**src/hw/rtl/rbsi_div.sv**
```systemverilog
// pipelined fixed point divider, one quotient bit per stage, saturating
// no package dependencies

module rbsi_div #(
  parameter int W = 32,
  parameter int F = 16
) (
  input  logic         clk,
  input  logic [W+2:0] en,
  input  logic [W:0]   num,
  input  logic [W-1:0] den,
  output logic [W-1:0] q
);

  localparam int CMPW = ((F + 1 > W) ? F + 1 : W) + 1;
  localparam logic [W-1:0] POS_LIM = {1'b0, {(W-1){1'b1}}};
  localparam logic [W-1:0] NEG_LIM = {1'b1, {(W-1){1'b0}}};

  logic [W:0]   a_n;
  logic [W-1:0] a_d;
  logic         a_neg, a_dz, a_npos, a_nneg;

  always_ff @(posedge clk) begin
    if (en[0]) begin
      a_n    <= num[W] ? (~num + 1'b1) : num;
      a_d    <= den[W-1] ? (~den + 1'b1) : den;
      a_neg  <= num[W] ^ den[W-1];
      a_dz   <= (den == '0);
      a_npos <= !num[W] && (num != '0);
      a_nneg <= num[W];
    end
  end

  logic [W+F:0] nx;
  logic [F:0]   hi;
  logic         sat0;

  assign nx   = {a_n, {F{1'b0}}};
  assign hi   = nx[W+F:W];
  assign sat0 = CMPW'(hi) >= CMPW'(a_d);

  logic [W-1:0] r  [0:W];
  logic [W-1:0] lo [0:W];
  logic [W-1:0] qq [0:W];
  logic [W-1:0] dd [0:W];
  logic         fneg [0:W];
  logic         fdz  [0:W];
  logic         fpos [0:W];
  logic         fnn  [0:W];
  logic         fsat [0:W];

  always_ff @(posedge clk) begin
    if (en[1]) begin
      r[0]    <= W'(hi);
      lo[0]   <= nx[W-1:0];
      qq[0]   <= '0;
      dd[0]   <= a_d;
      fneg[0] <= a_neg;
      fdz[0]  <= a_dz;
      fpos[0] <= a_npos;
      fnn[0]  <= a_nneg;
      fsat[0] <= sat0;
    end
  end

  genvar k;
  generate
    for (k = 0; k < W; k++) begin : g_step
      logic [W:0] rs;
      logic       ge;
      assign rs = {r[k], lo[k][W-1]};
      assign ge = rs >= {1'b0, dd[k]};
      always_ff @(posedge clk) begin
        if (en[k+2]) begin
          r[k+1]    <= ge ? W'(rs - {1'b0, dd[k]}) : rs[W-1:0];
          lo[k+1]   <= {lo[k][W-2:0], 1'b0};
          qq[k+1]   <= {qq[k][W-2:0], ge};
          dd[k+1]   <= dd[k];
          fneg[k+1] <= fneg[k];
          fdz[k+1]  <= fdz[k];
          fpos[k+1] <= fpos[k];
          fnn[k+1]  <= fnn[k];
          fsat[k+1] <= fsat[k];
        end
      end
    end
  endgenerate

  logic [W-1:0] q_next;

  always_comb begin
    if (fdz[W]) begin
      q_next = fpos[W] ? POS_LIM : (fnn[W] ? NEG_LIM : '0);
    end else if (fneg[W]) begin
      q_next = (fsat[W] || (qq[W] > NEG_LIM)) ? NEG_LIM : (~qq[W] + 1'b1);
    end else begin
      q_next = (fsat[W] || qq[W][W-1]) ? POS_LIM : qq[W];
    end
  end

  always_ff @(posedge clk) begin
    if (en[W+2]) begin
      q <= q_next;
    end
  end

endmodule

```
**config.mk**
```make
export PLATFORM = sky130hd
export DESIGN_NAME = rbsi_div
export DESIGN_NICKNAME = d
export VERILOG_FILES = /design/src/hw/rtl/rbsi_div.sv
export SDC_FILE = /design/constraint.sdc
export NUM_CORES = 2
export LEC_CHECK = 0
export BUFFER_PORTS_ARGS = -buffer_cell sky130_fd_sc_hd__buf_2
export CAP_MARGIN = 0
export CORE_MARGIN = 2
export CORE_UTILIZATION = 60
export CTS_BUF_LIST = sky130_fd_sc_hd__clkbuf_16
export DETAILED_ROUTE_END_ITERATION = 10
export GPL_TIMING_DRIVEN = 0
export PLACE_DENSITY_LB_ADDON = 0.12
export SYNTH_ARGS = -nofsm -noshare
export SYNTH_HDL_FRONTEND = slang
export SYNTH_MEMORY_MAX_BITS = 65536
export SYNTH_SLANG_ARGS = --single-unit
```
**constraint.sdc**
```tcl
create_clock -name clk -period 8.7 [get_ports clk]
set_input_delay 1.305 -clock clk [delete_from_list [all_inputs] [get_ports clk]]
set_output_delay 1.305 -clock clk [all_outputs]
set_load 0.01 [all_outputs]
```
==> out/metrics.yaml <==
reg2reg_slack_ns: 3.21
detail_route.wl_per_cell_um: 22.8
dieArea_um2: 262000
vdd_ir_drop_max_v: 0.000242
max_stage_delay_ns: 0.87
gr-total-overflow: 0
ant_nets: 0
combPwrFrac_pct: 43.0
antenna_found_initial: 8
portBuffers: 132
initial_core_util_pct: 60.3
cts_root_buffer: "clkbuf_16"
post_cts_buffers: 0
synth.area.top_cells: "edfxtp_1, ha_1, a21oi_1, inv_1, xnor2_1"
layout-drive-gt1-share_pct: 7.98
rr_worst_depth: 14
wirelength_mm: 392
grt_usage_pct: 29.5
p_seq_share_pct: 36.0
crit_path_end: "r[0][449]$_DFFE_PP_"
min_path_cells: 0
grt_max_degree: 74
swShare_pct: 37.8
cap_violations: 0
p_per_area_nw_per_um2: 369
dp_hpwl_mm: 299
synthCells: 13000
min_period_ns: 5.49
area_delta_synth_final_pct: 10.3
cts_tree: "built"
crit_slowest_cell: "mux2i_1"
htree_num_levels: 5
clk_latency_ns: 0.92
fin_crit_sh_pct: 63.1
core-area_um2: 256000
fin_nets: 14700
grt_pass1_wl_mm: 597
vias_per_cell: 6.01
p_clk_share_pct: 21.0
synth_nets: 14200
crit_arrival_ns: 6.05
r2r_end: "r[0][449]$_DFFE_PP_"
vias: 103000
clock_sinks: 2963
clockBufferDepth: 4
synthFlopType: "edfxtp_1"
cp_max_fo: 10
hold_buffers: 0
rsz0062_at_grt: "false"
drt_pass1_iterations: 8
ctsResizeCount: 0
ys_seq_area_share_pct: 57.6
worstPathCellList: "inv_1, ha_1, o21a_1, o31a_1, nor3_1, o31ai_1, a21o_1, o41a_1, a31oi_1, o21ai_0, a21oi_1, o21ai_1, buf_2, mux2i_1"
internal-power_uw: 39200
synth_edf_count: 2963
start_kind: "register"
worst_pin_slew_ns: 1.12
syn_avg_cell_area_um2: 11.8
status: "finished, final reports clean"
synth_top_area_cell: "edfxtp_1"
switchingPower_uw: 23800
fin_area_um2: 171000
floorplan.rows: 186
cts.clk_slew.worst_paths_ns: 0.06
synth-async-reset-ratio_pct: 0
drv_slew: 0
yosys_warnings: 0
first_iter_violations: 9788
leakagePower_uw: 0.0687
fmax_mhz: 182
hold_viol: 0
die_h_um: 512
slew-limit-headroom_pct: 24.4
tns_ns: 0
drc: 0
numCtsBuffers: 308
gp_congestion: 0.954
crit_start: "dd[0][418]$_DFFE_PP_"
synth_top_area_share_pct: 57.6
setup.worst_path.class: "reg -> reg"
die_w_um: 512
ios: 133
ys_ff_latch: 2963
r2r_start: "dd[0][418]$_DFFE_PP_"
setup_violations: 0
skew_ns: 0.0522
synth_area_um2: 155000
ys_types: 98
cp_data_required_time_ns: 9.26
crit_path_end_kind: "register"
hold_class: "reg -> reg"
grt_pass1_vias: 102000
place_area_um2: 160000
-- cell usage in the layout (no fill, tap or decap), types with 143 or more instances in the layout --
master        n
inv_1      1318
edfxtp_1   2963
a21o_1      502
nand4_1     161
nor2b_1     161
nor2_1      683
buf_2       143
o21ai_0     902
xor2_1      366
xnor2_1     523
nand3_1     187
nand2_1     941
clkbuf_16   314
clkbuf_1    239
nor3_1      144
ha_1       1030
nand2b_1    155
mux2_2      332
a21oi_1    1069
-- cells in the mapped netlist, types with 187 or more instances --
| cell type | number |
|---|---|
| a21o_1 | 502 |
| a21oi_1 | 1069 |
| clkbuf_1 | 239 |
| edfxtp_1 | 2963 |
| ha_1 | 1030 |
| inv_1 | 1276 |
| mux2_2 | 332 |
| nand2_1 | 941 |
| nand3_1 | 187 |
| nor2_1 | 683 |
| o21ai_0 | 902 |
| xnor2_1 | 523 |
| xor2_1 | 366 |
-- worst max-delay path, delay by kind of cell (launching register included) --
kind | cells | cell delay [ns]
buffers and inverters | 2 | 0.58
muxes | 1 | 0.87
DFF | 1 | 0.64
and+or+nand+nor | 1 | 0.09
adders and majority gates | 1 | 0.38
AOI/OAI and AO/OA | 9 | 2.58
-- area by class of cell --
cell class,count,area (µm²)
buffer,308,1300
sequential,2963,89000
antenna,6,15.0
fill,18700,86000
multi-input combinational,8496,59500
tap,3384,4230
clock buffer,314,7860
inverter,1279,4800
timing repair buffer,164,1590
clock inverter,242,2270
-- power groups by stage --
| stage | clock, µW | combinational (µW) | sequential, µW |
|---|---|---|---|
| 2_1_floorplan | 0 | 19800 | 21700 |
| 3_3_place_gp | 0 | 25900 | 22800 |
| 3_5_place_dp | 0 | 26400 | 22900 |
| 4_1_cts | 13500 | 26800 | 22600 |
| 5_1_grt | 14000 | 29800 | 22900 |
| 6_report | 13200 | 27100 | 22700 |
-- stage by stage --
step                hold slack (ns)  std cells  util [%]  total power [µW]  setup slack (ns)
floorplan                     0.400      13000         -             41500              4.22
global placement              0.400      16600      62.2             48700              3.49
detailed placement            0.405      16600      62.5             49300              3.45
CTS                           0.394      17200      66.5             62800              3.44
global route                  0.406      17200      66.5             66700              3.10
finish                        0.389      17200      66.5             63000              3.21
-- state kept, by name, summed over array words and instances (netlist names) --
| signal | cells |
|---|---|
| a_d | 32 |
| a_dz | 1 |
| a_n | 33 |
| a_neg | 1 |
| a_nneg | 1 |
| a_npos | 1 |
| dd | 1024 |
| fdz | 33 |
| fneg | 33 |
| fnn | 33 |
| fpos | 33 |
| fsat | 33 |
| lo | 136 |
| q | 32 |
| qq | 528 |
| r | 1009 |
-- worst min path at each step --
stage                          start                     to
2_1_floorplan         a_dz$_DFFE_PP_    fdz[0][0]$_DFFE_PP_
3_3_place_gp   fneg[0][26]$_DFFE_PP_  fneg[0][27]$_DFFE_PP_
3_5_place_dp     fdz[0][9]$_DFFE_PP_   fdz[0][10]$_DFFE_PP_
4_1_cts         qq[0][327]$_DFFE_PP_   qq[0][360]$_DFFE_PP_
5_1_grt         qq[0][423]$_DFFE_PP_   qq[0][456]$_DFFE_PP_
6_report        qq[0][327]$_DFFE_PP_   qq[0][360]$_DFFE_PP_
-- cells by family (layout without fill, tap and decap cells) --
logic type	count (synthesis)	in the layout	share of synthesized area (%)
compound gates	3390	3390	13.5
simple gates	2796	2796	8.56
other cells	0	6	0
buf+inv	1587	2307	3.95
flops	2963	2963	57.6
fa+ha+maj	1061	1061	8.74
xor+xnor	889	889	5.04
mux	360	360	2.60
-- metal layers --
layer	vias to the layer above	part of all wire, %	GRT usage [%]
met4	2	6.1	15.8
met1	49700	40	36.8
met2	3613	49	50.2
met5	-	0.0033	0
li1	48800	-	-
met3	921	5.5	3.82
Power figures use the tool's default switching activity.
